### config.mk
export PLATFORM = sky130hd
export DESIGN_NAME = order_preserving_key_encoder
export DESIGN_NICKNAME = d
export VERILOG_FILES = /design/src/hdl/opke_pkg.sv /design/src/hdl/opke_format.sv /design/src/hdl/opke_drain.sv /design/src/hdl/order_preserving_key_encoder.sv
export VERILOG_INCLUDE_DIRS = /design/src /design/src/hdl
export SDC_FILE = /design/constraint.sdc
export NUM_CORES = 1
export LEC_CHECK = 0
export BUFFER_PORTS_ARGS = -buffer_cell sky130_fd_sc_hd__clkbuf_2
export CAP_MARGIN = 5
export CORE_MARGIN = 4
export CORE_UTILIZATION = 54
export CTS_CLUSTER_SIZE = 20
export DETAILED_ROUTE_END_ITERATION = 8
export HOLD_SLACK_MARGIN = 0.03
export PLACE_DENSITY = 0.81
export SLEW_MARGIN = 0
export SYNTH_ARGS = -nofsm -noshare
export SYNTH_HDL_FRONTEND = slang
export SYNTH_HIERARCHICAL = 1
export SYNTH_SLANG_ARGS = --single-unit
### constraint.sdc
create_clock -name clk -period 6.4 [get_ports clk]
set_input_delay 0.32 -clock clk [delete_from_list [all_inputs] [get_ports clk]]
set_output_delay 0.32 -clock clk [all_outputs]
set_load 0.02 [all_outputs]
### src/hdl/order_preserving_key_encoder_macros.svh
// Assertion macros used by the drain module.
// The macros expect signals named clk and arst_n in the calling scope.
`ifndef ORDER_PRESERVING_KEY_ENCODER_MACROS_SVH
`define ORDER_PRESERVING_KEY_ENCODER_MACROS_SVH

`ifndef SYNTH

`define OPKE_ASSERT_HOLDS(label, expr) \
	label: assert property (@(posedge clk) disable iff (!arst_n) (expr)) \
		else $error("opke: invariant violated");

`define OPKE_ASSERT_IMPLY(label, ante, cons) \
	label: assert property (@(posedge clk) disable iff (!arst_n) (ante) |-> (cons)) \
		else $error("opke: implication violated");

`define OPKE_ASSERT_NEXT(label, ante, cons) \
	label: assert property (@(posedge clk) disable iff (!arst_n) (ante) |=> (cons)) \
		else $error("opke: next-cycle implication violated");

`else

`define OPKE_ASSERT_HOLDS(label, expr)
`define OPKE_ASSERT_IMPLY(label, ante, cons)
`define OPKE_ASSERT_NEXT(label, ante, cons)

`endif

`endif

### src/hdl/opke_pkg.sv
package opke_pkg;

	localparam int GROUP_BYTES = 8;
	localparam int MAX_BYTES   = GROUP_BYTES + 1;
	localparam int CNT_W       = $clog2(MAX_BYTES + 1);
	localparam int FILL_W      = $clog2(GROUP_BYTES);

	typedef logic [7:0]               byte_t;
	typedef logic [8*MAX_BYTES-1:0]   word_t;
	typedef logic [CNT_W-1:0]         cnt_t;
	typedef logic [FILL_W-1:0]        fill_t;

	typedef enum logic [3:0] {
		KIND_U8    = 4'd0,
		KIND_U16   = 4'd1,
		KIND_U32   = 4'd2,
		KIND_U64   = 4'd3,
		KIND_I8    = 4'd4,
		KIND_I16   = 4'd5,
		KIND_I32   = 4'd6,
		KIND_I64   = 4'd7,
		KIND_F32   = 4'd8,
		KIND_F64   = 4'd9,
		KIND_STR   = 4'd10,
		KIND_EMPTY = 4'd11
	} kind_t;

	localparam byte_t MARK_CONT = 8'hFF;

	// Bytes of one item, first byte in the top lane, plus how many are valid.
	typedef struct packed {
		word_t bytes;
		cnt_t  cnt;
	} fmt_t;

endpackage

### src/hdl/opke_format.sv
module opke_format (
	input  logic [3:0]      kind,
	input  logic [63:0]     value,
	input  logic            descending,
	input  logic            last_byte,
	input  opke_pkg::fill_t fill,
	output opke_pkg::fmt_t  fmt,
	output opke_pkg::fill_t fill_next
);
	import opke_pkg::*;

	logic [63:0] scal;
	logic [5:0]  sh;
	logic        is_scalar;
	cnt_t        filled;
	cnt_t        cnt;
	word_t       raw;

	assign filled = cnt_t'(fill) + cnt_t'(1);

	always_comb begin
		scal      = '0;
		sh        = '0;
		is_scalar = 1'b0;
		cnt       = '0;
		raw       = '0;
		fill_next = '0;
		unique case (kind_t'(kind))
			KIND_U8: begin
				scal = {56'b0, value[7:0]};
				sh = 6'd56; cnt = cnt_t'(1); is_scalar = 1'b1;
			end
			KIND_U16: begin
				scal = {48'b0, value[15:0]};
				sh = 6'd48; cnt = cnt_t'(2); is_scalar = 1'b1;
			end
			KIND_U32: begin
				scal = {32'b0, value[31:0]};
				sh = 6'd32; cnt = cnt_t'(4); is_scalar = 1'b1;
			end
			KIND_U64: begin
				scal = value;
				sh = 6'd0; cnt = cnt_t'(8); is_scalar = 1'b1;
			end
			KIND_I8: begin
				scal = {56'b0, ~value[7], value[6:0]};
				sh = 6'd56; cnt = cnt_t'(1); is_scalar = 1'b1;
			end
			KIND_I16: begin
				scal = {48'b0, ~value[15], value[14:0]};
				sh = 6'd48; cnt = cnt_t'(2); is_scalar = 1'b1;
			end
			KIND_I32: begin
				scal = {32'b0, ~value[31], value[30:0]};
				sh = 6'd32; cnt = cnt_t'(4); is_scalar = 1'b1;
			end
			KIND_I64: begin
				scal = {~value[63], value[62:0]};
				sh = 6'd0; cnt = cnt_t'(8); is_scalar = 1'b1;
			end
			KIND_F32: begin
				scal = value[31] ? {32'b0, ~value[31:0]} : {32'b0, 1'b1, value[30:0]};
				sh = 6'd32; cnt = cnt_t'(4); is_scalar = 1'b1;
			end
			KIND_F64: begin
				scal = value[63] ? ~value : {1'b1, value[62:0]};
				sh = 6'd0; cnt = cnt_t'(8); is_scalar = 1'b1;
			end
			KIND_STR: begin
				if (!last_byte) begin
					if (filled == cnt_t'(GROUP_BYTES)) begin
						raw[8*MAX_BYTES-1 -: 8] = value[7:0];
						raw[8*MAX_BYTES-9 -: 8] = MARK_CONT;
						cnt = cnt_t'(2);
					end else begin
						raw[8*MAX_BYTES-1 -: 8] = value[7:0];
						cnt = cnt_t'(1);
						fill_next = filled[FILL_W-1:0];
					end
				end else begin
					// data byte, zero pad to a full group, then the real byte count
					cnt = cnt_t'(MAX_BYTES + 1) - filled;
					for (int i = 0; i < MAX_BYTES; i++) begin
						if (i == 0)
							raw[8*(MAX_BYTES-1-i) +: 8] = value[7:0];
						else if (cnt_t'(i + 1) == cnt)
							raw[8*(MAX_BYTES-1-i) +: 8] = byte_t'(filled);
					end
				end
			end
			KIND_EMPTY: begin
				cnt = cnt_t'(MAX_BYTES);
			end
			default: begin
				// undefined kinds emit nothing and keep the open group
				fill_next = fill;
			end
		endcase
		if (is_scalar)
			raw = word_t'({scal, 8'h00}) << sh;
	end

	assign fmt.bytes = descending ? ~raw : raw;
	assign fmt.cnt   = cnt;

endmodule

### src/hdl/opke_drain.sv
`include "order_preserving_key_encoder_macros.svh"

module opke_drain (
	input  logic           clk,
	input  logic           arst_n,
	input  logic           load,
	input  opke_pkg::fmt_t fmt,
	output logic           ready,
	output logic           out_valid,
	input  logic           out_stall,
	output logic [7:0]     out_byte,
	output logic           run_end
);
	import opke_pkg::*;

	word_t buf_q;
	cnt_t  cnt_q;
	logic  out_valid_q;
	byte_t out_byte_q;
	logic  run_end_q;
	logic  move;

	// advance one byte whenever the output register is free or being emptied
	assign move  = (cnt_q != '0) && (!out_valid_q || !out_stall);
	assign ready = (cnt_q == '0) || ((cnt_q == cnt_t'(1)) && move);

	always_ff @(posedge clk or negedge arst_n) begin
		if (!arst_n) begin
			cnt_q       <= '0;
			out_valid_q <= 1'b0;
		end else begin
			if (load)
				cnt_q <= fmt.cnt;
			else if (move)
				cnt_q <= cnt_q - cnt_t'(1);
			if (move)
				out_valid_q <= 1'b1;
			else if (!out_stall)
				out_valid_q <= 1'b0;
		end
	end

	always_ff @(posedge clk) begin
		if (load)
			buf_q <= fmt.bytes;
		else if (move)
			buf_q <= buf_q << 8;
		if (move) begin
			out_byte_q <= buf_q[8*MAX_BYTES-1 -: 8];
			run_end_q  <= (cnt_q == cnt_t'(1));
		end
	end

	assign out_valid = out_valid_q;
	assign out_byte  = out_byte_q;
	assign run_end   = run_end_q;

	`OPKE_ASSERT_HOLDS(a_cnt_range, cnt_q <= cnt_t'(MAX_BYTES))
	`OPKE_ASSERT_IMPLY(a_load_only_when_draining_out, load, cnt_q <= cnt_t'(1))
	`OPKE_ASSERT_NEXT(a_idle_output_fills, (cnt_q != '0) && !out_valid_q, out_valid_q)
	`OPKE_ASSERT_NEXT(a_last_byte_marks_end, move && (cnt_q == cnt_t'(1)), out_valid_q && run_end_q)

endmodule

### src/hdl/order_preserving_key_encoder.sv
// Order-preserving key encoder. Each input beat carries one typed key part
// (unsigned or signed integer of 1/2/4/8 bytes, float32, float64, one string
// byte, or an empty string) and is turned into 1 to 9 output bytes, most
// significant first, whose unsigned byte order follows the order of the values;
// descending inverts every byte of that beat. Strings are cut into 8-byte groups:
// a full group that is not the last is followed by 0xFF, the final group is zero
// padded and followed by its count of real bytes. run_end marks the last output
// byte of each input beat. The input is formatted straight into a byte buffer,
// and the buffer drains one byte per cycle into the output register whenever
// out_stall does not hold a waiting byte there. A string byte that does not
// close a group emits one byte, one that does emits two, a closing byte emits
// up to nine, an empty string nine, and scalars 1/2/4/8. A new beat is taken in
// the cycle the buffer hands out its final byte, so while the output is not
// stalled single-byte beats stream at one per clock. Kinds 12 to 15 are
// accepted and emit nothing.
module order_preserving_key_encoder (
	input  logic        clk,
	input  logic        arst_n,
	input  logic        in_valid,
	output logic        in_stall,
	input  logic [3:0]  kind,
	input  logic [63:0] value,
	input  logic        descending,
	input  logic        last_byte,
	output logic        out_valid,
	input  logic        out_stall,
	output logic [7:0]  out_byte,
	output logic        run_end
);
	import opke_pkg::*;

	fmt_t  fmt;
	fill_t fill_next;
	fill_t group_fill_q;
	logic  ready;
	logic  load;

	// format the beat on the way into the drain buffer
	opke_format u_format (
		.kind       (kind),
		.value      (value),
		.descending (descending),
		.last_byte  (last_byte),
		.fill       (group_fill_q),
		.fmt        (fmt),
		.fill_next  (fill_next)
	);

	// hold the formatted bytes and hand them out one per cycle unless out_stall holds the output
	opke_drain u_drain (
		.clk       (clk),
		.arst_n    (arst_n),
		.load      (load),
		.fmt       (fmt),
		.ready     (ready),
		.out_valid (out_valid),
		.out_stall (out_stall),
		.out_byte  (out_byte),
		.run_end   (run_end)
	);

	assign in_stall = !ready;
	assign load     = in_valid && ready;

	// count of string bytes in the open group; any non-string beat of a defined kind closes it
	always_ff @(posedge clk or negedge arst_n) begin
		if (!arst_n)
			group_fill_q <= '0;
		else if (load)
			group_fill_q <= fill_next;
	end

endmodule
# [Word level (Yosys, flattened, before mapping)]
# Cells that the tools add are included.
[word_totals] register_bits=89 inputBits=74 out_inout_bits=11 wordCells=90
[op_classes] addsub=3 n_eq_ne=22 n_shift=1 n_mux=31 n_bitwise=7 reduce_logical=20
[op_table] op="$pmux 64 s10" count=1
[op_table] op="$mux 72" count=5
[op_table] op="$not 72->72" count=1
[op_table] op="$shl 72x6->72" count=1
[op_table] op="$mux 64" count=1
[op_table] op="$not 64->64" count=1
[op_table] op="$mux 56" count=1
[op_table] op="$mux 4" count=11
[op_table] op="$mux 32" count=1
[op_table] op="$not 32->32" count=1
[op_table] op="$pmux 4 s6" count=1
[op_table] op="$eq 4x4->1 const B" count=5
[op_table] op="$pmux 6 s3" count=1
[op_table] op="$eq 3x4->1 const A" count=4
[op_table] op="$eq 4x3->1 const B" count=4
[op_table] op="$mux 8" count=2
[op_table] op="$reduce_or 11->1" count=1
[op_table] op="$reduce_or 10->1" count=1
[op_table] op="$eq 2x4->1 const A" count=2
[op_table] op="$eq 4x1->1 const B" count=2
[op_table] op="$eq 4x2->1 const B" count=2
[op_table] op="$eq 4x4->1 const A" count=2
[op_table] op="$logic_not 4->1" count=2
[op_table] op="$mux 3" count=2
[op_table] op="other kinds (16)" count=29

# [Longest topological paths before layout]
[depth] ltp_word=10 mapped_depth=11 depth_no_buf=9

# [Cells and area by module]
# Netlist, hierarchy kept.
[modules_own_cells] module="opke_format" n_inst=1 cells_per_inst=551 area_per_inst_um2=3580.9
[modules_own_cells] module="opke_drain" n_inst=1 cells_per_inst=199 area_per_inst_um2=3573.4
[modules_own_cells] module="order_preserving_key_encoder" n_inst=1 cells_per_inst=9 area_per_inst_um2=133.9

# [Worst setup path before layout]
# No wires, ideal clock.
[synth_path] path_kind="flip-flop to flip-flop" startpoint="register u_drain.cnt_q[0]" endpoint="register u_drain.buf_q[0], enable pin" setup_time_ns=0.601 arrival_time_ns=5.902 t_required_ns=5.799 path_slack_ns=-0.104 stages_incl_launch_ff=5 n_path_buf=0 period_less_slack_ns=6.504 path_cell_list="dfrtp_1 -> inv_1 -> ha_1 -> nor3b_2 -> o21ai_0"
[synth_via] elab_chain_cells=6
[synth_lines] element="start: declaration" line_no="opke_drain.sv:17" text="cnt_t cnt_q;"
[synth_lines] element="start signal: assignment" line_no="opke_drain.sv:33" text="cnt_q <= fmt.cnt;"
[synth_lines] element="start signal: assignment" line_no="opke_drain.sv:35" text="cnt_q <= cnt_q - cnt_t'(1);"
[synth_lines] element="$reduce_bool 4->1" line_no="opke_drain.sv:24" text="assign move = (cnt_q != '0) && (!out_valid_q || !out_stall);"
[synth_lines] element="$logic_and 1x1->1" line_no="opke_drain.sv:24"
[synth_lines] element="$logic_and 1x1->1" line_no="opke_drain.sv:25" text="assign ready = (cnt_q == '0) || ((cnt_q == cnt_t'(1)) && move);"
[synth_lines] element="$logic_or 1x1->1" line_no="opke_drain.sv:25"
[synth_lines] element="$logic_and 1x1->1" line_no="order_preserving_key_encoder.sv:63" text="assign load = in_valid && ready;"
[synth_lines] element="$reduce_bool 2->1 (no source line) *"
[synth_lines] element="end signal: assignment" line_no="opke_drain.sv:45" text="buf_q <= fmt.bytes;"
[synth_lines] element="end signal: assignment" line_no="opke_drain.sv:47" text="buf_q <= buf_q << 8;"
[synth_lines] element="end: declaration" line_no="opke_drain.sv:16" text="word_t buf_q;"
# Mark *: on every way between the ends. The rest lies on a longest branch, timed or not.
# A chain may end at the register's enable or synchronous reset.

# [Final worst setup path]
[layout_path] startpoint="register u_drain.cnt_q[0]" endpoint="register u_drain.buf_q[33], enable pin"
[layout_via] elab_chain_cells=6
[layout_lines] element="$reduce_bool 4->1" line_no="opke_drain.sv:24"
[layout_lines] element="$logic_and 1x1->1" line_no="opke_drain.sv:24"
[layout_lines] element="$logic_and 1x1->1" line_no="opke_drain.sv:25"
[layout_lines] element="$logic_or 1x1->1 *" line_no="opke_drain.sv:25"
[layout_lines] element="via ready" line_no="order_preserving_key_encoder.sv:35" text="logic ready;"
[layout_lines] element="$logic_and 1x1->1 *" line_no="order_preserving_key_encoder.sv:63"
[layout_lines] element="via load" line_no="order_preserving_key_encoder.sv:36" text="logic load;"
[layout_lines] element="$reduce_bool 2->1 (no source line) *"
# Mark *: on every way through the listed nets, which the timed path passes. The rest lies on a longest branch.

==> summary.md <==
| Metric | Value |
|---|---|
| Outcome | `finished, final reports clean` |
| Area Overhead vs Synth | `9.30%` |
| Pwr per Cell Area | `325 nW/um2` |
| Synth cell types | `79` |
| Critical setup path kind | `reg -> reg` |
| Fin crit share | `0.561` |
| Setup tns final | `0 ns` |
| WL/cell | `21.7 um` |
| Cells after Synth | `759` |
| Crit start category | `register` |
| CTS tree | `done` |
| Commonest non-fill, non-tap cell in the layout | `clkbuf_2` |
| Vias in the first global route | `5976` |
| Initial Util | `0.550` |
| Detailed-placement wirelength estimate | `14500 um` |
| DR vias | `6454` |
| GP Congestion | `0.989` |
| Largest net degree at the start of global routing | `78` |
| Crit-path max FO | `77` |
| First-pass GRT wire length | `31900 um` |
| Antenna cells | `0` |
| Data arrival time of the worst path | `3.56 ns` |
| Initial DRC Count | `1127` |
| Final Hold Vio Count | `0` |
| I/O pins | `85` |
| Nets | `875` |
| Antenna Violating Nets Remaining | `0` |
| Design Power | `0.00259 W` |
| Placed cell area | `7660 um2` |
| Post-CTS Setup Inserts | `0` |
| H-Tree Depth | `3` |
| Avg Inst Size Synth | `9.60 um2` |
| Gr ovfl total | `0` |
| # clock sinks | `89` |
| Num rows | `42` |
| All-layer global routing usage | `0.274` |
| Avg Vias per Cell | `6.63` |
| Final Cell Area | `7970 um2` |
| Post-synthesis cell area | `7290 um2` |
| Sequential fraction of the synthesis area | `0.361` |
| Clock skew | `0.00993 ns` |
| Max-cap violation count | `0` |
| Fin crit period | `3.59 ns` |
| Relative slew margins | `0.172` |
| CP endpoint kind | `register` |
| Most frequent cells in the layout | `83 x clkbuf_2, 81 x edfxtp_1, 56 x xor2_1` |
| Worst min path class | `in -> reg` |
| RSZ-0062 raised after global routing | `false` |
| Max Root-Sink Buffers | `2` |
| DRC viols | `0` |
| Antenna violations before repair | `0` |
| Worst-Margin Slew | `1.24 ns` |
| Number of synthesized flops with an enable pin | `81` |
| Final design utilization | `0.602` |
| Die area | `15400 um2` |
| #FFs+latches synth | `89` |
| Crit-path cells | `inv_1, ha_1, a21oi_1, nor3_1, nand2_2, inv_2, buf_4, inv_2, o21ai_4, buf_4` |
| Synth async-reset ratio | `0.0899` |
| DR pass1 iterations | `6` |
| R2r setup slk | `2.81 ns` |
| DRT Wirelength | `21200 um` |
| Fin. max-slew vios | `0` |
| Layout cell share with drive strength beyond 1 | `0.216` |
| Number of CTS-inserted buffers | `9` |
| Slowest cell on the critical path | `buf_4` |
| Clock Latency Late Sink | `0.35 ns` |
| Synth warn | `6` |
| Endpoints failing setup | `0` |
| Synth Net Count | `841` |
| Fmax | `0.278 GHz` |
| Port bufs | `84` |
| Core Region | `13200 um2` |
| Slowest Stage Delay on Critical Path | `0.75 ns` |
| Die Ht | `124 um` |
| CTS root buf | `clkbuf_16` |
| Critical Path RT | `6.37 ns` |
| Maximum VDD drop | `221 uV` |
| Die Wd | `124 um` |
| Synth Flop Type | `edfxtp_1` |
| Leakage | `2.96 nW` |
| Clk slew on worst S/H paths | `0.06 ns` |
[power by group]
part / internal (W) / switching (W) / leakage (nW)
sequential: 0.00107 / 0.0000950 / 0.903
clock: 0.000306 / 0.000232 / 0.141
combinational: 0.000366 / 0.000521 / 1.91
total: 0.00174 / 0.000848 / 2.96
[repair_timing]
action / 4_1_cts / 5_1_grt
hold endpoints to repair: 8 / 0
hold buffers: 1 / 0
gates resized for setup: 0 / 0
[per-stage QoR]
stage	worst slack, ns	instances	hold WS, ns
final	2.81	974	0.269
after global routing	2.56	974	0.278
after CTS	2.82	974	0.254
after detailed placement	2.82	957	0.194
after global placement	2.92	957	0.192
after floorplan	1.85	759	0.0244
[critical path, delay by kind of cell, from the launching register on]
family	cells	cell delay, ns
and+or+nand+nor	2	0.48
DFF	1	0.41
adders and majority gates	1	0.22
buffers and inverters	5	1.84
AOI/OAI and AO/OA	2	0.16
[final timing paths]
kind,depth (start not counted),endpoint,from
worst min-delay path,3,u_drain/out_valid,out_stall
min in group asynchronous,2,u_drain/cnt_q[0],arst_n
worst max register to register,10,u_drain/buf_q[33],u_drain/cnt_q[0]
max in group asynchronous,2,group_fill_q[1],arst_n
worst min register to register,0,u_drain/out_byte[1],u_drain/buf_q[65]
worst max-delay path,10,u_drain/buf_q[33],u_drain/cnt_q[0]
[cells in the mapped netlist, types with 11 or more instances]
library cell,n,area [um2]
buf_2,30,150
xnor2_1,35,307
mux2_1,29,327
nor2_1,40,150
nor3_1,28,140
and3_1,11,68.8
a21oi_1,48,240
and2_1,11,68.8
clkbuf_1,25,93.8
mux2_2,38,428
xor2_1,56,490
nand2_1,37,139
edfxtp_1,81,2430
nand3_1,14,70.1
o22ai_1,17,106
o211ai_1,14,105
inv_1,18,67.6
o21ai_0,42,210
[state kept, by name, summed over array words and instances (netlist names)]
name,count
u_drain/out_valid,1
u_drain/buf_q,72
u_drain/cnt_q,4
group_fill_q,3
u_drain/out_byte,8
u_drain/run_end,1
[kinds of logic after synthesis]
| family | count (synthesis) | share of synthesized area |
|---|---|---|
| flip-flops | 89 | 0.361 |
| multiplexers | 75 | 0.117 |
| adder cells (fa/ha/maj) | 8 | 0.0137 |
| XOR/XNOR | 91 | 0.109 |
| AND/OR/NAND/NOR | 193 | 0.141 |
| buffers and inverters | 89 | 0.0594 |
| AO/OA/AOI/OAI | 214 | 0.198 |
[metal layers]
| metal | GRT usage | share of wire | up-vias |
|---|---|---|---|
| met2 | 0.422 | 0.44 | 456 |
| met1 | 0.368 | 0.40 | 3020 |
| met4 | 0.146 | 0.054 | 0 |
| met5 | 0 | 0 | - |
| li1 | - | - | 2892 |
| met3 | 0.0454 | 0.10 | 86 |
[final cells by class]
class | instances | area [um2]
inverters | 19 | 71.3
clock inverters | 5 | 63.8
well taps | 176 | 220
multi-input cells | 581 | 4250
repair buffers | 93 | 493
fillers | 1141 | 5280
flip-flops and latches | 89 | 2630
clock buffers | 11 | 233
(Power assumes the default switching activity.)
